$ cat config.mk
export PLATFORM = sky130hd
export DESIGN_NAME = adpcm_speech_block_decoder
export DESIGN_NICKNAME = d
export VERILOG_FILES = /design/src/rtl/core/asbd_pkg.sv /design/src/rtl/core/asbd_front.sv /design/src/rtl/core/asbd_cmd_fifo.sv /design/src/rtl/core/asbd_back.sv /design/src/rtl/core/adpcm_speech_block_decoder.sv
export SDC_FILE = /design/constraint.sdc
export NUM_CORES = 1
export LEC_CHECK = 0
export ABC_AREA = 1
export BUFFER_PORTS_ARGS = -buffer_cell sky130_fd_sc_hd__clkbuf_2
export CORE_UTILIZATION = 32
export DETAILED_ROUTE_END_ITERATION = 10
export PLACE_DENSITY_LB_ADDON = 0.08
export SLEW_MARGIN = 20
export SYNTH_ARGS = -nofsm -noshare
export SYNTH_HDL_FRONTEND = slang
export SYNTH_SLANG_ARGS = --single-unit
export TNS_END_PERCENT = 5
$ cat constraint.sdc
create_clock -name clk -period 9.6 [get_ports clk]
set_input_delay 0.48 -clock clk [delete_from_list [all_inputs] [get_ports clk]]
set_output_delay 0.48 -clock clk [all_outputs]
set_load 0.01 [all_outputs]
$ cat src/rtl/core/asbd_pkg.sv
// shared types, codes and defaults for the adpcm speech block decoder
`default_nettype none

package asbd_pkg;

    localparam int MAX_BLOCKS_DEF        = 4096;
    localparam int FIXED_BLOCK_BYTES_DEF = 128;

    localparam int CFG_IDX_W = 3;
    localparam int CMD_DEPTH = 2;
    localparam int CMD_PTR_W = $clog2(CMD_DEPTH);
    localparam int CMD_CNT_W = $clog2(CMD_DEPTH + 1);

    localparam logic [CFG_IDX_W-1:0] CFG_PARSE_MODE      = 3'd0;
    localparam logic [CFG_IDX_W-1:0] CFG_LOW_NIBBLE      = 3'd1;
    localparam logic [CFG_IDX_W-1:0] CFG_DROP_FIRST      = 3'd2;
    localparam logic [CFG_IDX_W-1:0] CFG_FRESH_PRED      = 3'd3;
    localparam logic [CFG_IDX_W-1:0] CFG_HONOR_RATE      = 3'd4;
    localparam logic [CFG_IDX_W-1:0] CFG_SILENCE_CLEARS  = 3'd5;
    localparam logic [CFG_IDX_W-1:0] CFG_COUNT_IN_BYTES  = 3'd6;

    typedef enum logic [2:0] {
        KIND_SAMPLE  = 3'd0,
        KIND_SILENCE = 3'd1,
        KIND_BLOCK   = 3'd2,
        KIND_END     = 3'd3,
        KIND_REPEAT  = 3'd4,
        KIND_UNKNOWN = 3'd5
    } kind_t;

    typedef enum logic [1:0] {
        STAGE_OPCODE,
        STAGE_COUNT,
        STAGE_DATA
    } stage_t;

    typedef struct packed {
        logic parse_mode;
        logic low_nibble_first;
        logic drop_first_nibble;
        logic fresh_predictor_per_block;
        logic honor_rate_markers;
        logic silence_clears_predictor;
        logic count_in_bytes;
    } cfg_t;

    typedef struct packed {
        logic        is_data;
        logic        clear;
        kind_t       kind;
        logic [14:0] run;
        logic [5:0]  div;
        logic        from_marker;
        logic [3:0]  nib0;
        logic [3:0]  nib1;
        logic        two;
    } cmd_t;

    typedef struct packed {
        kind_t       kind;
        logic [15:0] pcm;
        logic [14:0] run;
        logic [5:0]  div;
        logic        from_marker;
        logic        last;
    } result_t;

endpackage

`default_nettype wire

$ cat src/rtl/core/asbd_front.sv
// opcode parser: accepts rom words and issues decode commands
`default_nettype none

module asbd_front
    import asbd_pkg::*;
#(
    parameter int MAX_BLOCKS        = MAX_BLOCKS_DEF,
    parameter int FIXED_BLOCK_BYTES = FIXED_BLOCK_BYTES_DEF
) (
    input  wire logic       clk,
    input  wire logic       rst_n,
    input  wire cfg_t       cfg,
    input  wire logic       in_valid,
    output logic            in_ready,
    input  wire logic [7:0] rom_byte,
    input  wire logic       phrase_begin,
    output logic            cmd_valid,
    output cmd_t            cmd,
    input  wire logic       cmd_ready
);

    localparam int BLK_W = $clog2(MAX_BLOCKS + 1);

    stage_t           stage_reg, stage_next;
    logic [8:0]       bytes_left_reg, bytes_left_next;
    logic             seen_reg, seen_next;
    logic             dropped_reg, dropped_next;
    logic [BLK_W-1:0] blocks_reg, blocks_next;
    logic             finished_reg, finished_next;

    stage_t           stage_eff;
    logic [8:0]       bytes_left_eff;
    logic             seen_eff;
    logic             dropped_eff;
    logic [BLK_W-1:0] blocks_eff;
    logic             finished_eff;

    logic             accept;
    logic             fixed;
    logic [1:0]       top;
    logic [3:0]       nib_a;
    logic [3:0]       nib_b;
    logic [8:0]       count_val;
    logic [8:0]       left_dec;

    assign in_ready = cmd_ready;
    assign accept   = in_valid && cmd_ready;
    assign top      = rom_byte[7:6];
    assign nib_a    = cfg.low_nibble_first ? rom_byte[3:0] : rom_byte[7:4];
    assign nib_b    = cfg.low_nibble_first ? rom_byte[7:4] : rom_byte[3:0];

    always_comb
    begin
        // a phrase start clears decode state before the word is parsed
        stage_eff      = phrase_begin ? STAGE_OPCODE : stage_reg;
        bytes_left_eff = phrase_begin ? 9'd0 : bytes_left_reg;
        seen_eff       = phrase_begin ? 1'b0 : seen_reg;
        dropped_eff    = phrase_begin ? 1'b0 : dropped_reg;
        blocks_eff     = phrase_begin ? '0 : blocks_reg;
        finished_eff   = phrase_begin ? 1'b0 : finished_reg;

        fixed     = cfg.parse_mode ? (top == 2'b01) : rom_byte[6];
        count_val = cfg.count_in_bytes ? ({1'b0, rom_byte} + 9'd1)
                                       : (({1'b0, rom_byte} + 9'd1) >> 1);
        left_dec  = bytes_left_eff - 9'd1;

        stage_next      = stage_eff;
        bytes_left_next = bytes_left_eff;
        seen_next       = seen_eff;
        dropped_next    = dropped_eff;
        blocks_next     = blocks_eff;
        finished_next   = finished_eff;

        cmd_valid       = 1'b0;
        cmd.is_data     = 1'b0;
        cmd.clear       = phrase_begin;
        cmd.kind        = KIND_END;
        cmd.run         = '0;
        cmd.div         = '0;
        cmd.from_marker = 1'b0;
        cmd.nib0        = nib_a;
        cmd.nib1        = nib_b;
        cmd.two         = 1'b1;

        if (!finished_eff)
        begin
            case (stage_eff)
                STAGE_OPCODE:
                begin
                    cmd_valid = 1'b1;
                    if (blocks_eff >= BLK_W'(MAX_BLOCKS)
                        || (rom_byte == 8'd0 && (!cfg.parse_mode || seen_eff)))
                    begin
                        finished_next = 1'b1;
                        cmd.kind      = KIND_END;
                    end
                    else
                    begin
                        if (rom_byte != 8'd0)
                            seen_next = 1'b1;
                        blocks_next = blocks_eff + BLK_W'(1);
                        if (fixed || top == 2'b10)
                        begin
                            cmd.clear       = phrase_begin || cfg.fresh_predictor_per_block;
                            cmd.kind        = KIND_BLOCK;
                            cmd.div         = cfg.honor_rate_markers ? rom_byte[5:0] : 6'd0;
                            cmd.from_marker = cfg.honor_rate_markers;
                            if (fixed)
                            begin
                                bytes_left_next = 9'(FIXED_BLOCK_BYTES);
                                stage_next      = STAGE_DATA;
                            end
                            else
                            begin
                                stage_next = STAGE_COUNT;
                            end
                        end
                        else if (top == 2'b00)
                        begin
                            cmd.clear = phrase_begin || cfg.silence_clears_predictor;
                            cmd.kind  = KIND_SILENCE;
                            cmd.run   = {7'({1'b0, rom_byte[5:0]} + 7'd1), 8'd0};
                        end
                        else
                        begin
                            cmd.kind = KIND_REPEAT;
                            cmd.run  = 15'({1'b0, rom_byte[2:0]} + 4'd1);
                        end
                    end
                end
                STAGE_COUNT:
                begin
                    bytes_left_next = count_val;
                    stage_next      = (count_val != 9'd0) ? STAGE_DATA : STAGE_OPCODE;
                end
                STAGE_DATA:
                begin
                    cmd_valid   = 1'b1;
                    cmd.is_data = 1'b1;
                    if (cfg.drop_first_nibble && !dropped_eff)
                    begin
                        dropped_next = 1'b1;
                        cmd.nib0     = nib_b;
                        cmd.two      = 1'b0;
                    end
                    if (bytes_left_eff != 9'd0)
                        bytes_left_next = left_dec;
                    if (bytes_left_eff == 9'd0 || left_dec == 9'd0)
                        stage_next = STAGE_OPCODE;
                end
                default:
                begin
                    stage_next = STAGE_OPCODE;
                end
            endcase
        end

        cmd_valid = cmd_valid && accept;
    end

    always_ff @(posedge clk or negedge rst_n)
    begin
        if (!rst_n)
        begin
            stage_reg      <= STAGE_OPCODE;
            bytes_left_reg <= '0;
            seen_reg       <= 1'b0;
            dropped_reg    <= 1'b0;
            blocks_reg     <= '0;
            finished_reg   <= 1'b0;
        end
        else if (accept)
        begin
            stage_reg      <= stage_next;
            bytes_left_reg <= bytes_left_next;
            seen_reg       <= seen_next;
            dropped_reg    <= dropped_next;
            blocks_reg     <= blocks_next;
            finished_reg   <= finished_next;
        end
    end

endmodule

`default_nettype wire

$ cat src/rtl/core/asbd_cmd_fifo.sv
// short command queue between parser and decoder
`default_nettype none

module asbd_cmd_fifo
    import asbd_pkg::*;
(
    input  wire logic clk,
    input  wire logic rst_n,
    input  wire logic push,
    input  wire cmd_t push_cmd,
    output logic      not_full,
    input  wire logic pop,
    output logic      not_empty,
    output cmd_t      head
);

    cmd_t                 mem [CMD_DEPTH];
    logic [CMD_PTR_W-1:0] wr_ptr_reg;
    logic [CMD_PTR_W-1:0] rd_ptr_reg;
    logic [CMD_CNT_W-1:0] count_reg;
    logic                 do_push;
    logic                 do_pop;

    assign not_full  = count_reg != CMD_CNT_W'(CMD_DEPTH);
    assign not_empty = count_reg != '0;
    assign do_push   = push && not_full;
    assign do_pop    = pop && not_empty;
    assign head      = mem[rd_ptr_reg];

    always_ff @(posedge clk)
    begin
        if (do_push)
            mem[wr_ptr_reg] <= push_cmd;
    end

    always_ff @(posedge clk or negedge rst_n)
    begin
        if (!rst_n)
        begin
            wr_ptr_reg <= '0;
            rd_ptr_reg <= '0;
            count_reg  <= '0;
        end
        else
        begin
            if (do_push)
                wr_ptr_reg <= (wr_ptr_reg == CMD_PTR_W'(CMD_DEPTH - 1)) ? '0
                                                                        : wr_ptr_reg + 1'b1;
            if (do_pop)
                rd_ptr_reg <= (rd_ptr_reg == CMD_PTR_W'(CMD_DEPTH - 1)) ? '0
                                                                        : rd_ptr_reg + 1'b1;
            case ({do_push, do_pop})
                2'b10:   count_reg <= count_reg + 1'b1;
                2'b01:   count_reg <= count_reg - 1'b1;
                default: count_reg <= count_reg;
            endcase
        end
    end

endmodule

`default_nettype wire

$ cat src/rtl/core/asbd_back.sv
// adpcm decoder: one nibble a cycle into the output register while that register is free
`default_nettype none

module asbd_back
    import asbd_pkg::*;
(
    input  wire logic clk,
    input  wire logic rst_n,
    input  wire logic q_valid,
    input  wire cmd_t q_cmd,
    output logic      q_pop,
    output logic      out_valid,
    input  wire logic out_ready,
    output result_t   res
);

    localparam logic [7:0] STEP_MAG [16][8] = '{
        '{8'd0, 8'd0,  8'd1,  8'd2,  8'd3,  8'd5,   8'd7,   8'd10},
        '{8'd0, 8'd1,  8'd2,  8'd3,  8'd4,  8'd6,   8'd8,   8'd13},
        '{8'd0, 8'd1,  8'd2,  8'd4,  8'd5,  8'd7,   8'd10,  8'd15},
        '{8'd0, 8'd1,  8'd3,  8'd4,  8'd6,  8'd9,   8'd13,  8'd19},
        '{8'd0, 8'd2,  8'd3,  8'd5,  8'd8,  8'd11,  8'd15,  8'd23},
        '{8'd0, 8'd2,  8'd4,  8'd7,  8'd10, 8'd14,  8'd19,  8'd29},
        '{8'd0, 8'd3,  8'd5,  8'd8,  8'd12, 8'd16,  8'd22,  8'd33},
        '{8'd1, 8'd4,  8'd7,  8'd10, 8'd15, 8'd20,  8'd29,  8'd43},
        '{8'd1, 8'd4,  8'd8,  8'd13, 8'd18, 8'd25,  8'd35,  8'd53},
        '{8'd1, 8'd6,  8'd10, 8'd16, 8'd22, 8'd31,  8'd43,  8'd64},
        '{8'd2, 8'd7,  8'd12, 8'd19, 8'd27, 8'd37,  8'd51,  8'd76},
        '{8'd2, 8'd9,  8'd16, 8'd24, 8'd34, 8'd46,  8'd64,  8'd96},
        '{8'd3, 8'd11, 8'd19, 8'd29, 8'd41, 8'd57,  8'd79,  8'd117},
        '{8'd4, 8'd13, 8'd24, 8'd36, 8'd50, 8'd69,  8'd96,  8'd143},
        '{8'd4, 8'd16, 8'd29, 8'd44, 8'd62, 8'd85,  8'd118, 8'd175},
        '{8'd6, 8'd20, 8'd36, 8'd54, 8'd76, 8'd104, 8'd144, 8'd214}
    };

    localparam logic signed [2:0] INDEX_MOVE [8] = '{
        -3'sd1, -3'sd1, 3'sd0, 3'sd0, 3'sd1, 3'sd2, 3'sd2, 3'sd3
    };

    logic [31:0] pred_reg, pred_next;
    logic [3:0]  step_reg, step_next;
    logic        phase_reg, phase_next;
    logic [3:0]  pend_nib_reg, pend_nib_next;
    logic        out_valid_reg, out_valid_next;
    result_t     res_reg, res_next;

    logic        slot_free;
    logic [3:0]  nib_sel;
    logic [7:0]  mag;
    logic [31:0] delta;
    logic [31:0] dec_pred;
    logic [5:0]  step_sum;
    logic [3:0]  dec_step;
    logic [15:0] dec_pcm;

    assign slot_free = !out_valid_reg || out_ready;
    assign q_pop     = slot_free && !phase_reg && q_valid;
    assign nib_sel   = phase_reg ? pend_nib_reg : q_cmd.nib0;
    assign out_valid = out_valid_reg;
    assign res       = res_reg;

    always_comb
    begin
        mag      = STEP_MAG[step_reg][nib_sel[2:0]];
        delta    = nib_sel[3] ? (32'd0 - {24'd0, mag}) : {24'd0, mag};
        dec_pred = pred_reg + delta;
        step_sum = {2'b00, step_reg} + {{3{INDEX_MOVE[nib_sel[2:0]][2]}},
                                        INDEX_MOVE[nib_sel[2:0]]};
        if (step_sum[5])
            dec_step = 4'd0;
        else if (step_sum[4])
            dec_step = 4'd15;
        else
            dec_step = step_sum[3:0];
        // saturate predictor times 128 to 16 bits
        if (!dec_pred[31] && dec_pred[30:8] != '0)
            dec_pcm = 16'h7fff;
        else if (dec_pred[31] && dec_pred[30:8] != '1)
            dec_pcm = 16'h8000;
        else
            dec_pcm = {dec_pred[8:0], 7'd0};
    end

    always_comb
    begin
        pred_next      = pred_reg;
        step_next      = step_reg;
        phase_next     = phase_reg;
        pend_nib_next  = pend_nib_reg;
        out_valid_next = out_valid_reg && !out_ready;
        res_next       = res_reg;

        if (slot_free && phase_reg)
        begin
            pred_next            = dec_pred;
            step_next            = dec_step;
            phase_next           = 1'b0;
            out_valid_next       = 1'b1;
            res_next.kind        = KIND_SAMPLE;
            res_next.pcm         = dec_pcm;
            res_next.run         = '0;
            res_next.div         = '0;
            res_next.from_marker = 1'b0;
            res_next.last        = 1'b1;
        end
        else if (q_pop)
        begin
            out_valid_next = 1'b1;
            if (q_cmd.is_data)
            begin
                pred_next            = dec_pred;
                step_next            = dec_step;
                phase_next           = q_cmd.two;
                pend_nib_next        = q_cmd.nib1;
                res_next.kind        = KIND_SAMPLE;
                res_next.pcm         = dec_pcm;
                res_next.run         = '0;
                res_next.div         = '0;
                res_next.from_marker = 1'b0;
                res_next.last        = !q_cmd.two;
            end
            else
            begin
                if (q_cmd.clear)
                begin
                    pred_next = '0;
                    step_next = '0;
                end
                res_next.kind        = q_cmd.kind;
                res_next.pcm         = '0;
                res_next.run         = q_cmd.run;
                res_next.div         = q_cmd.div;
                res_next.from_marker = q_cmd.from_marker;
                res_next.last        = 1'b1;
            end
        end
    end

    always_ff @(posedge clk or negedge rst_n)
    begin
        if (!rst_n)
        begin
            pred_reg      <= '0;
            step_reg      <= '0;
            phase_reg     <= 1'b0;
            pend_nib_reg  <= '0;
            out_valid_reg <= 1'b0;
        end
        else
        begin
            pred_reg      <= pred_next;
            step_reg      <= step_next;
            phase_reg     <= phase_next;
            pend_nib_reg  <= pend_nib_next;
            out_valid_reg <= out_valid_next;
        end
    end

    always_ff @(posedge clk)
    begin
        res_reg <= res_next;
    end

endmodule

`default_nettype wire

$ cat src/rtl/core/adpcm_speech_block_decoder.sv
// top level of the adpcm speech block decoder: config registers and datapath wiring
// path: a word's first result passes the command queue, then the output register
// throughput: one opcode word per cycle unless stalled; the two nibbles of a data
// word take turns in the single decoder; predictor and step index move once per cycle
// reset: asynchronous, clears parser, queue, predictor, output valid flag and config
`default_nettype none

module adpcm_speech_block_decoder
    import asbd_pkg::*;
#(
    parameter int MAX_BLOCKS        = MAX_BLOCKS_DEF,
    parameter int FIXED_BLOCK_BYTES = FIXED_BLOCK_BYTES_DEF
) (
    input  wire logic                 clk,
    input  wire logic                 rst_n,
    input  wire logic                 cfg_we,
    input  wire logic [CFG_IDX_W-1:0] cfg_index,
    input  wire logic                 cfg_data,
    input  wire logic                 in_valid,
    output logic                      in_ready,
    input  wire logic [7:0]           rom_byte,
    input  wire logic                 phrase_begin,
    output logic                      out_valid,
    input  wire logic                 out_ready,
    output logic [2:0]                kind,
    output logic signed [15:0]        pcm_sample,
    output logic [14:0]               run_length,
    output logic [5:0]                rate_divider,
    output logic                      rate_from_marker,
    output logic                      last_of_item
);

    cfg_t    cfg_reg;
    logic    cmd_valid;
    cmd_t    cmd;
    logic    fifo_not_full;
    logic    fifo_not_empty;
    logic    fifo_pop;
    cmd_t    fifo_head;
    result_t res;

    always_ff @(posedge clk or negedge rst_n)
    begin
        if (!rst_n)
        begin
            cfg_reg <= '0;
        end
        else if (cfg_we)
        begin
            case (cfg_index)
                CFG_PARSE_MODE:     cfg_reg.parse_mode                <= cfg_data;
                CFG_LOW_NIBBLE:     cfg_reg.low_nibble_first          <= cfg_data;
                CFG_DROP_FIRST:     cfg_reg.drop_first_nibble         <= cfg_data;
                CFG_FRESH_PRED:     cfg_reg.fresh_predictor_per_block <= cfg_data;
                CFG_HONOR_RATE:     cfg_reg.honor_rate_markers        <= cfg_data;
                CFG_SILENCE_CLEARS: cfg_reg.silence_clears_predictor  <= cfg_data;
                CFG_COUNT_IN_BYTES: cfg_reg.count_in_bytes            <= cfg_data;
                default:            cfg_reg                           <= cfg_reg;
            endcase
        end
    end

    asbd_front #(
        .MAX_BLOCKS        (MAX_BLOCKS),
        .FIXED_BLOCK_BYTES (FIXED_BLOCK_BYTES)
    ) u_front (
        .clk          (clk),
        .rst_n        (rst_n),
        .cfg          (cfg_reg),
        .in_valid     (in_valid),
        .in_ready     (in_ready),
        .rom_byte     (rom_byte),
        .phrase_begin (phrase_begin),
        .cmd_valid    (cmd_valid),
        .cmd          (cmd),
        .cmd_ready    (fifo_not_full)
    );

    asbd_cmd_fifo u_fifo (
        .clk       (clk),
        .rst_n     (rst_n),
        .push      (cmd_valid),
        .push_cmd  (cmd),
        .not_full  (fifo_not_full),
        .pop       (fifo_pop),
        .not_empty (fifo_not_empty),
        .head      (fifo_head)
    );

    asbd_back u_back (
        .clk       (clk),
        .rst_n     (rst_n),
        .q_valid   (fifo_not_empty),
        .q_cmd     (fifo_head),
        .q_pop     (fifo_pop),
        .out_valid (out_valid),
        .out_ready (out_ready),
        .res       (res)
    );

    assign kind             = res.kind;
    assign pcm_sample       = res.pcm;
    assign run_length       = res.run;
    assign rate_divider     = res.div;
    assign rate_from_marker = res.from_marker;
    assign last_of_item     = res.last;

endmodule

`default_nettype wire

After elaboration in Yosys (flattened, before gate mapping):

Memories as Yosys holds them, arrays and structs flattened.
Cells that the tools add are included.

* $add $sub $neg: 12
* order comparisons: 3
* eq/ne operators: 14
* multiplexer cells: 89
* bitwise operators: 3
* reductions and logical operators: 52

Operator list (count)
* 32-bit two-way mux: 5
* 64-bit two-way mux: 2
* 39-bit two-way mux: 2
* 9-bit two-way mux: 7
* 13-bit two-way mux: 4
* 4-bit two-way mux: 12
* 42-bit two-way mux: 1
* 32-bit adder: 1
* 16-bit two-way mux: 2
* 1-bit two-way mux: 31
* 31-bit two-way mux: 1
* 9-bit case mux with 3 select lines: 1
* 26-bit two-way mux: 1
* 8-bit binary-select mux with 3-bit select: 1
* 23-bit inequality test, second input constant: 1
* 23-bit nonzero test: 1
* 22-bit two-way mux: 1
* 9-bit zero test: 2
* 18-bit two-way mux: 1
* 2-bit AND reduction: 9
* 9-bit nonzero test: 2
* 8-bit two-way mux: 2
* 15-bit two-way mux: 1
* 2-bit two-way mux: 7
* 38 further kinds: 75

* register bits: 122
* memory bits (writable): 72
* ROM bits: 1048
* input bits: 18
* output and inout port bits: 44
* word-level logic and storage cells: 203
* memories kept: 3

Memories
* (no name shown): depth 16, bits a word 64, rd ports 1, clocked after Yosys merged registers in 0, wr ports 0, RTL line asbd_back.sv:64 `mag = STEP_MAG[step_reg][nib_sel[2:0]];`
* u_fifo.mem: depth 2, bits a word 36, rd ports 1, clocked after Yosys merged registers in 0, wr ports 1, RTL line asbd_cmd_fifo.sv:17 `cmd_t mem [CMD_DEPTH];`
* (no name shown): depth 8, bits a word 3, rd ports 1, clocked after Yosys merged registers in 0, wr ports 0, RTL line asbd_back.sv:67 `step_sum = {2'b00, step_reg} + {{3{INDEX_MOVE[nib_sel[2:0]][2]}},`

Logic depth before layout (Yosys ltp):

Gate-level depths: netlist of the first run.

* depth after elaboration: 17
* gate-level depth with buffers: 37
* mapped depth without buffers: 36

Cells and area by module:

A second synthesis of the first run with hierarchy kept.

* cell total of the unflattened synthesis: 1716
* area, all modules: 12617.1 um^2

Modules (own cells, without submodules)
* asbd_back: instances 1, cells each 1036, area each 6779.0 um^2
* asbd_cmd_fifo: instances 1, cells each 217, area each 2870.3 um^2
* asbd_front: instances 1, cells each 417, area each 2625.0 um^2
* adpcm_speech_block_decoder: instances 1, cells each 46, area each 342.8 um^2

Worst setup path after synthesis of the first run:

No wires, ideal clock.

* path type: reg-to-reg
* start point: reg u_back.step_reg[1]
* end point: reg u_back.res_reg (netlist bit u_back.res[32]), data pin
* setup time: 0.253 ns
* data arrival time: 4.100 ns
* setup slack: 5.247 ns
* stages on the path, launching flop included: 31
* period minus slack after synthesis: 4.353 ns
* cell sequence: dfrtp_1 > inv_1 > ha_1 > nor2_1 > nor2_1 > a21oi_1 > nor2_1 > nor2_1 > nand3_1 > nand2_1 > ha_1 > nand3_2 > nand2_1 > nand2_2 > ha_1 > nand2_1 > nor2_1 > inv_1 > nor2_1 > and3_1 > nand2_1 > nand2_1 > nand2_1 > nand2_1 > nand2_1 > nor2_1 > nand2_1 > nor2_1 > nor2_4 > nand2_4 > nand2_1

RTL lines
* start, declared: RTL line asbd_back.sv:41 `logic [3:0] step_reg, step_next;`
* start signal, assigned: RTL line asbd_back.sv:152 `step_reg <= step_next;`
* end signal, assigned: RTL line asbd_back.sv:161 `res_reg <= res_next;`
* end, declared: RTL line asbd_back.sv:45 `result_t res_reg, res_next;`

==> key figures, run 1 <==
Routing
  – Total wire length after detailed routing: 36.8 mm
  – Final ANT Viol Nets: 0
  – Routed wire per std cell: 15.8 um
  – DR pass1 iterations: 5
  – Metal2 WL: 17.2 mm
  – Routed via count: 11200
  – Total length of routed met3 wires: between 1 and 1.5 mm
  – Highest routed metal layer: met4
  – Starting DRT DRC Count: 665
  – Detailed-routing wirelength on met1: 17.8 mm
  – Via-per-instance ratio: ~4.8
  – # DRC: 0

Finish
  – # diodes: 0
  – Final #Nets: 1884
  – Share of layout cells above drive strength 1: between 6 and 7%
  – Most common library cell in the layout ignoring fill and taps: sky130_fd_sc_hd__nand2_1
  – Most used cells in the layout excluding fill and tap cells: sky130_fd_sc_hd__nand2_1 (563), sky130_fd_sc_hd__inv_1 (287), sky130_fd_sc_hd__nor2_1 (208)
  – Area growth from synthesis to layout: 10.7%
  – Max reg flops: between 60 and 70

Clock network
  – TritonCTS clock tree: built
  – Root buf cell: sky130_fd_sc_hd__clkbuf_16
  – Clk sink count: 176
  – Post-CTS Setup Bufs: 0
  – Source-to-sink clock delay at the later pin of the worst-skew pair: ~0.45 ns
  – Clock buffers created by TritonCTS: 17
  – H-tree depth reported by CTS: 4
  – Hold-fix buffers at CTS: 1
  – Post-cts sizing count: 0
  – Clk slew on worst S/H paths: 0.07 ns
  – Longest Clk Path Bufs: 2

Floorplanning
  – Chip width: 198 um
  – I/O pin count: between 60 and 70
  – Starting density of the core: 32.5%
  – Vertical die dimension: 198 um
  – Area inside the core boundary: 37700 um^2
  – Total number of placement rows: 71
  – Die ar.: 39000 um^2

Worst setup path
  – Worst setup path category: flip-flop to flip-flop
  – Critical path's slowest cell: sky130_fd_sc_hd__ha_1
  – Crit start category: flip-flop
  – Required arrival time at the worst endpoint: 9.80 ns
  – Worst endpoint data arrival time: 6.51 ns
  – Crit path max fanout: 36
  – Endpoint class of the critical path: flip-flop
  – Crit-path max cell delay: 0.58 ns
  – Cell repeated most along the worst path: sky130_fd_sc_hd__nand2_1

STA
  – Slew Limit Headroom: 30.5%
  – Maximum achievable frequency: 158 MHz
  – Min cycle time layout: 6.31 ns
  – Setup Total Neg Slack: 0 ns
  – Number of max-slew violations in the final report: 0
  – Final clock skew: 0.0130 ns
  – RSZ-0062 raised after global routing: false
  – Worst Tran Pin Value: between 1 and 1.5 ns
  – # setup viols final: 0
  – Period utilisation layout: between 60 and 70%
  – Final hold violation count: 0

Global route
  – Total global routing overflow: 0
  – Largest net degree at the start of global routing: 58
  – GRT Util Overall: 19.6%
  – Number of global-route vias before repair: 11000
  – Number of antenna violations at the first check in global routing: 0
  – Global-route wire length before repair: 59.5 mm

Logic synthesis
  – Number of flip-flops and latches in the synthesized netlist: around 180
  – Count of different cell masters after synthesis: 48
  – Number of synthesized flops with an enable pin: 74
  – Asr flop ratio synth: 45.5%
  – Most instantiated flip-flop cell in the synthesis netlist: sky130_fd_sc_hd__dfrtp_1
  – Netlist area before placement: between 10000 and 15000 um^2
  – Mapped Avg Cell Area: 6.88 um^2
  – Sequential area share after synthesis: 38.1%
  – Syn Inst Count: 1779
  – Number of warnings issued by yosys: 0

Flow run
  – Number of max-cap violations: 0

Place
  – Final RePlAce weighted congestion: 0.911
  – Buffers added on ports: 57
  – Half-perimeter wire length of the detailed placement result: 27.7 mm

Min path
  – Tightest Hold Check Type: input pin to flip-flop

Outcome
  – Result of the run: finished clean
path summary, 6_finish.rpt:
path	from	end	slack, ns	depth (start not counted)
worst max register to register	u_fifo.rd_ptr_reg	u_back.res[33]	3.29	30
worst min-delay path	cfg_index[1]	cfg_reg[3]	0.37	3
max in group asynchronous	rst_n	u_front.bytes_left_reg[6]	7.95	3
min in group asynchronous	rst_n	u_back.step_reg[0]	0.50	2
worst min register to register	u_back.res[7]	u_back.res[7]	0.46	2
worst max-delay path	u_fifo.rd_ptr_reg	u_back.res[33]	3.29	30
critical path, delay by kind of cell (launching register included):
kind	cells	cell delay [ns]
buffers and inverters	3	0.85
DFF	1	0.36
and+or+nand+nor	24	3.89
AOI/OAI and AO/OA	1	0.13
adders and majority gates	2	0.78
metrics by stage:
step / instances / hold slack (ns) / setup WS, ns / cell area, um^2 / util [%]
2_1_floorplan: 1782 / 0.184 / 5.25 / 12200 / -
3_3_place_gp: 2303 / 0.440 / 3.23 / 13000 / 34.4
3_5_place_dp: 2303 / 0.441 / 3.26 / 13000 / 34.4
4_1_cts: 2336 / 0.340 / 3.23 / 13500 / 35.9
5_1_grt: 2336 / 0.383 / 2.62 / 13500 / 35.9
6_report: 2336 / 0.366 / 3.29 / 13500 / 35.9
cells in the mapped netlist, types with 6 or more instances:
| library cell | n | area, um^2 |
|---|---|---|
| sky130_fd_sc_hd__buf_2 | 10 | 50.1 |
| sky130_fd_sc_hd__nand4_1 | 26 | 163 |
| sky130_fd_sc_hd__xnor2_1 | 7 | 61.3 |
| sky130_fd_sc_hd__ha_1 | 52 | 651 |
| sky130_fd_sc_hd__nand2_1 | 563 | 2110 |
| sky130_fd_sc_hd__dfrtp_1 | 80 | 2000 |
| sky130_fd_sc_hd__nor2_1 | 211 | 792 |
| sky130_fd_sc_hd__edfxtp_1 | 74 | 2220 |
| sky130_fd_sc_hd__a31oi_1 | 15 | 93.8 |
| sky130_fd_sc_hd__xor2_1 | 26 | 228 |
| sky130_fd_sc_hd__o21ai_0 | 72 | 360 |
| sky130_fd_sc_hd__nand2_2 | 7 | 43.8 |
| sky130_fd_sc_hd__clkbuf_1 | 28 | 105 |
| sky130_fd_sc_hd__a21oi_1 | 56 | 280 |
| sky130_fd_sc_hd__o22ai_1 | 29 | 181 |
| sky130_fd_sc_hd__o211ai_1 | 12 | 90.1 |
| sky130_fd_sc_hd__o41ai_1 | 21 | 184 |
| sky130_fd_sc_hd__dfxtp_1 | 22 | 440 |
| sky130_fd_sc_hd__inv_1 | 287 | 1080 |
| sky130_fd_sc_hd__nand3_1 | 104 | 521 |
| sky130_fd_sc_hd__and2_1 | 6 | 37.5 |
| sky130_fd_sc_hd__buf_4 | 12 | 90.1 |
| sky130_fd_sc_hd__nor3_1 | 11 | 55.1 |
logic make-up after synthesis:
logic type,share of synthesized area (%)
XOR/XNOR,2.36
buffers and inverters,11.1
AO/OA/AOI/OAI,10.5
AND/OR/NAND/NOR,32.2
flip-flops,38.1
other,0.0307
adder cells (fa/ha/maj),5.65
multiplexers,0.0818
layer usage:
metal  GRT usage, %  up-vias
met3           2.90       32
met1           26.8     5221
met2           32.2      207
li1               -     5749
met4           5.37        0
met5              0        -
area by class of cell:
cell class,instances,area (um^2)
fillers,4202,24100
clock buffers,19,433
well taps,511,639
clock inverters,13,119
repair buffers,63,335
flip-flops and latches,176,4660
inverters,291,1090
multi-input cells,1263,6250
Power of run 1 is not shown: default switching activity piles up to over one toggle a cycle in this logic, so the estimate is an artifact.
==> inputs of run 2 (changes only) <==
==> constraint.sdc (replaced) <==
create_clock -name clk -period 5.1 [get_ports clk]
set_input_delay 0.255 -clock clk [delete_from_list [all_inputs] [get_ports clk]]
set_output_delay 0.255 -clock clk [all_outputs]
set_load 0.01 [all_outputs]
==> run 2 against run 1 <==
Against the previous run:
- final area is 4.1% higher
- critical path depth stayed put
- highest routed layer unchanged
- utilization is 1.5 points higher
- critical path type unchanged
- critical endpoint is now u_back.res[37]
- wire length is 1.4% higher
==> key figures, run 2 (synthesis results as in run 1) <==
Outcome
  – Result of the run: finished clean

Place
  – Buffers added on ports: 57 (unchanged)
  – Final RePlAce weighted congestion: 0.906 (-0.57%)
  – Half-perimeter wire length of the detailed placement result: 28.1 mm (+1.5%)

Clock network
  – Clk sink count: 176 (unchanged)
  – Source-to-sink clock delay at the later pin of the worst-skew pair: 0.46 ns (about the same)
  – Clk slew on worst S/H paths: 0.07 ns (about the same)
  – Clock buffers created by TritonCTS: 17 (unchanged)
  – TritonCTS clock tree: built
  – H-tree depth reported by CTS: 4 (unchanged)
  – Root buf cell: sky130_fd_sc_hd__clkbuf_16
  – Longest Clk Path Bufs: 2 (unchanged)

Routing
  – DR pass1 iterations: 6 (+1)
  – Routed wire per std cell: 15.7 um (-0.36%)
  – Detailed-routing wirelength on met1: 18.1 mm (+1.6%)
  – Metal2 WL: 17.2 mm (about the same)
  – Total wire length after detailed routing: 37.3 mm (+1.4%)
  – Total length of routed met3 wires: 1.41 mm (+10%)
  – Final ANT Viol Nets: 0 (unchanged)
  – # DRC: 0 (unchanged)
  – Via-per-instance ratio: 4.79 (-0.17%)
  – Highest routed metal layer: met4
  – Starting DRT DRC Count: 590 (-11%)
  – Routed via count: 11400 (+1.5%)

Min path
  – Min-Delay Path Depth: 3 (unchanged)
  – Hold_sp: cfg_index[0]
  – Worst-case hold path end point: cfg_reg[3]
  – Tightest Hold Check Type: input pin to flip-flop

STA
  – # setup viols final: 0 (unchanged)
  – Worst hold slack after final layout: 0.121 ns (-0.245 ns)
  – Final hold violation count: 0 (unchanged)
  – Final clock skew: 0.0197 ns (+0.00668 ns)
  – Min cycle time layout: 4.74 ns (-1.57 ns)
  – Maximum achievable frequency: 211 MHz (+33%)
  – Period utilisation layout: 93.0% (+27 points)
  – Number of max-slew violations in the final report: 0 (unchanged)
  – Worst Tran Pin Value: 1.05 ns (+0.00624 ns)
  – Setup Total Neg Slack: 0 ns (unchanged)
  – Slew Limit Headroom: 30.1% (-0.42 points)

Worst setup path
  – Crit path max fanout: 24 (-33%)
  – Endpoint class of the critical path: flip-flop
  – Required arrival time at the worst endpoint: 5.30 ns (-4.50 ns)
  – Worst-case reg-to-reg path depth: 30 (unchanged)
  – Crit start category: flip-flop
  – Worst r2r src: u_back.step_reg[1]
  – Crit-path max cell delay: 0.43 ns (-0.15 ns)
  – Worst setup path category: flip-flop to flip-flop
  – Capturing point of the worst reg2reg path: u_back.res[37]
  – Register-to-register setup slack: 0.36 ns (-2.93 ns)
  – Worst endpoint data arrival time: 4.95 ns (-1.56 ns)
  – Critical path's slowest cell: sky130_fd_sc_hd__ha_1
  – Cell repeated most along the worst path: sky130_fd_sc_hd__nand2_1

Floorplanning
  – Vertical die dimension: 198 um (unchanged)
  – Chip width: 198 um (unchanged)
  – Die ar.: 39000 um^2 (unchanged)
  – Total number of placement rows: 71 (unchanged)
  – Starting density of the core: 32.5% (unchanged)
  – I/O pin count: 62 (unchanged)
  – Area inside the core boundary: 37700 um^2 (unchanged)

Finish
  – Area growth from synthesis to layout: 15.2%
  – Share of layout cells above drive strength 1: 10.8% (+4.2 points)
  – Most used cells in the layout excluding fill and tap cells: sky130_fd_sc_hd__nand2_1 (559), sky130_fd_sc_hd__inv_1 (284), sky130_fd_sc_hd__nor2_1 (193)
  – Share of the core filled with cells in the final layout: 37.4% (+1.5 points)
  – Final #Nets: 1924 (+2.1%)
  – Max reg flops: 64 (unchanged)
  – Most common library cell in the layout ignoring fill and taps: sky130_fd_sc_hd__nand2_1
  – # diodes: 0 (unchanged)

Global route
  – Largest net degree at the start of global routing: 50 (-14%)
  – Number of antenna violations at the first check in global routing: 0 (unchanged)
  – Global-route wire length before repair: 59.9 mm (+0.56%)
  – Total global routing overflow: 0 (unchanged)
  – Number of global-route vias before repair: 11000 (+0.55%)
  – GRT Util Overall: 19.9% (+0.28 points)

Flow run
  – Number of max-cap violations: 0 (unchanged)
==> run 2: worst max-delay path, delay by kind of cell (launching register included) <==
kind / cells / cell delay, ns
and+or+nand+nor: 22 / 2.44
buffers and inverters: 2 / 0.33
DFF: 1 / 0.40
adders and majority gates: 3 / 0.87
AOI/OAI and AO/OA: 3 / 0.41
==> run 2: worst max-delay path by stage <==
stage,start,to,slack (ns),depth (start not counted)
4_1_cts,u_fifo.rd_ptr_reg,u_back.res[37],0.06,32
2_1_floorplan,u_back.step_reg[1],u_back.res[32],0.75,30
6_report,u_back.step_reg[1],u_back.res[37],0.36,30
5_1_grt,u_back.step_reg[1],u_back.res[35],-0.01,30
3_3_place_gp,u_fifo.rd_ptr_reg,u_back.res[37],-0.29,32
3_5_place_dp,u_fifo.rd_ptr_reg,u_back.res[37],-0.23,32
==> run 2: timing repair <==
action	4_1_cts	5_1_grt
resized for setup	3	49
hold buffers	1	0
hold endpoints to repair	48	0
setup buffers	0	0
endpoints found under the setup margin	9	10
cloned	0	0
==> run 2: layer usage <==
| layer | vias up | track usage (%) |
|---|---|---|
| met5 | - | 0 |
| li1 | 5840 | - |
| met1 | 5231 | 27.3 |
| met3 | 40 | 2.83 |
| met4 | 0 | 5.51 |
| met2 | 271 | 32.5 |
==> run 2: final cells by class <==
type / count / area [um^2]
inverter: 291 / 1090
multi-input combinational: 1263 / 6440
tap: 511 / 639
clock inverter: 13 / 145
clock buffer: 19 / 433
fill: 4095 / 23600
sequential: 176 / 4670
timing repair buffer: 103 / 677
==> run 2: metrics by stage <==
step           area, um^2  worst slack, ns  instances
2_1_floorplan       12200            0.747       1782
3_3_place_gp        13300           -0.287       2343
3_5_place_dp        13300           -0.225       2343
4_1_cts             13900           0.0603       2376
5_1_grt             14100          -0.0137       2376
6_report            14100            0.357       2376
Power of run 2 is left out for the same reason.
==> inputs of run 3 (changes only) <==
--- a/config.mk
+++ b/config.mk
@@ -10,6 +10,7 @@
 export CORE_UTILIZATION = 32
 export DETAILED_ROUTE_END_ITERATION = 10
 export PLACE_DENSITY_LB_ADDON = 0.08
+export RECOVER_POWER = 50
 export SLEW_MARGIN = 20
 export SYNTH_ARGS = -nofsm -noshare
 export SYNTH_HDL_FRONTEND = slang
==> run 3 against run 2 <==
Against the previous run:
- the flow now finishes with violations (max-capacitance violations, max-slew violations)
- critical path depth is the same
- utilization shrank 0.18 points
- register-to-register slack lost 0.02 ns
- non-clock buffer count is the same
- die area is the same
- worst setup slack lost 0.016 ns
==> key figures, run 3 (synthesis results as in run 1) <==
Min path
  – Tightest Hold Check Type: input pin to flip-flop
  – Min-Delay Path Depth: 3 (unchanged)

Clock network
  – Longest Clk Path Bufs: 2 (unchanged)
  – Clk sink count: 176 (unchanged)
  – Root buf cell: sky130_fd_sc_hd__clkbuf_16
  – Post-CTS Setup Bufs: 0 (unchanged)
  – TritonCTS clock tree: built
  – Clock buffers created by TritonCTS: 17 (unchanged)
  – Clk slew on worst S/H paths: 0.07 ns (about the same)
  – Source-to-sink clock delay at the later pin of the worst-skew pair: 0.46 ns (about the same)
  – H-tree depth reported by CTS: 4 (unchanged)

Floorplanning
  – Vertical die dimension: 198 um (unchanged)
  – Area inside the core boundary: 37700 um^2 (unchanged)
  – Starting density of the core: 32.5% (unchanged)
  – I/O pin count: 62 (unchanged)
  – Total number of placement rows: 71 (unchanged)
  – Chip width: 198 um (unchanged)
  – Die ar.: 39000 um^2 (unchanged)

Worst setup path
  – Required arrival time at the worst endpoint: 5.30 ns (about the same)
  – Critical path's slowest cell: sky130_fd_sc_hd__ha_1
  – Endpoint class of the critical path: flip-flop
  – Crit path max fanout: 24 (unchanged)
  – Worst setup path category: flip-flop to flip-flop
  – Worst endpoint data arrival time: 4.96 ns (about the same)
  – Worst-case reg-to-reg path depth: 30 (unchanged)
  – Crit-path max cell delay: 0.44 ns (about the same)
  – Cell repeated most along the worst path: sky130_fd_sc_hd__nand2_1
  – Crit start category: flip-flop

Flow run
  – Number of max-cap violations: 1 (+1)

Global route
  – Global-route wire length before repair: 59.9 mm (unchanged)
  – Total global routing overflow: 0 (unchanged)
  – Number of global-route vias before repair: 11000 (unchanged)
  – GRT Util Overall: 19.9% (unchanged)
  – Number of antenna violations at the first check in global routing: 0 (unchanged)
  – Largest net degree at the start of global routing: 50 (unchanged)

Routing
  – Routed wire per std cell: 15.7 um (+0.18%)
  – # DRC: 0 (unchanged)
  – Routed via count: 11400 (+0.0088%)
  – DR pass1 iterations: 5 (-1)
  – Via-per-instance ratio: 4.79 (about the same)
  – Starting DRT DRC Count: 560 (-5.1%)
  – Total wire length after detailed routing: 37.4 mm (+0.18%)
  – Final ANT Viol Nets: 0 (unchanged)

Finish
  – Final #Nets: 1924 (unchanged)
  – Max reg flops: 64 (unchanged)
  – Most common library cell in the layout ignoring fill and taps: sky130_fd_sc_hd__nand2_1
  – # diodes: 0 (unchanged)
  – Area growth from synthesis to layout: 14.6%
  – Share of layout cells above drive strength 1: 8.47% (-2.4 points)
  – Share of the core filled with cells in the final layout: 37.2% (-0.18 points)
  – Most used cells in the layout excluding fill and tap cells: sky130_fd_sc_hd__nand2_1 (559), sky130_fd_sc_hd__inv_1 (284), sky130_fd_sc_hd__nor2_1 (193)

STA
  – Final hold violation count: 0 (unchanged)
  – Slew Limit Headroom: -118% (-150 points)
  – Min cycle time layout: 4.76 ns (+0.0155 ns)
  – Period utilisation layout: 93.3% (+0.30 points)
  – Final clock skew: 0.0195 ns (-0.000140 ns)
  – # setup viols final: 0 (unchanged)
  – Maximum achievable frequency: 210 MHz (-0.33%)
  – Worst Tran Pin Value: 3.28 ns (+2.23 ns)
  – Number of max-slew violations in the final report: 50 (+50)

Outcome
  – Violations in the final reports: max-capacitance violations, max-slew violations
  – Result of the run: finished, violations left

Place
  – Final RePlAce weighted congestion: 0.906 (unchanged)
  – Buffers added on ports: 57 (unchanged)
  – Half-perimeter wire length of the detailed placement result: 28.1 mm (unchanged)
## run 3: what timing repair did
action | in CTS | in global routing
hold buffers | 1 | 0
endpoints found under the setup margin | 9 | 10
gates resized for setup | 3 | 49
endpoints found under the hold margin | 48 | 0
## run 3: critical path: cells and delay by family (launching register included)
family | cells | cell delay [ns]
AND/OR/NAND/NOR | 22 | 2.44
adder cells (fa/ha/maj) | 3 | 0.87
AO/OA/AOI/OAI | 3 | 0.42
flip-flops | 1 | 0.40
buffers and inverters | 2 | 0.33
## run 3: worst paths after layout
kind,start,endpoint,slack [ns]
hold / removal,cfg_index[0],cfg_reg[3],0.12
setup / recovery,u_back.step_reg[1],u_back.res[37],0.34
setup reg to reg,u_back.step_reg[1],u_back.res[37],0.34
max in group asynchronous,rst_n,u_front.bytes_left_reg[7],1.45
min in group asynchronous,rst_n,u_back.pred_reg[4],1.42
hold reg to reg,u_back.res[16],u_back.res[16],0.46
## run 3: final cells by class
class	count	area (um^2)
fillers	4122	23600
multi-input cells	1263	6430
flip-flops and latches	176	4670
inverters	291	1090
well taps	511	639
repair buffers	103	616
clock buffers	19	433
clock inverters	13	145
## run 3: per-layer routing
layer / routed length [um] / global-route usage, %
met1: 18300 / 27.3
met2: 17100 / 32.5
met3: 1320 / 2.83
met5: 0 / 0
met4: 613 / 5.51
## run 3: stage by stage
step                setup WS [ns]  setup TNS (ns)  std cells  area [um^2]  hold WS, ns
floorplan                   0.747               0       1782        12200      -0.0406
global placement           -0.287           -2.51       2343        13300        0.385
detailed placement         -0.225           -1.91       2343        13300        0.393
CTS                        0.0603               0       2376        13900       0.0885
global route              -0.0137         -0.0164       2376        14000        0.112
finish                      0.342               0       2376        14000        0.120
Power of run 3 is left out for the same reason.
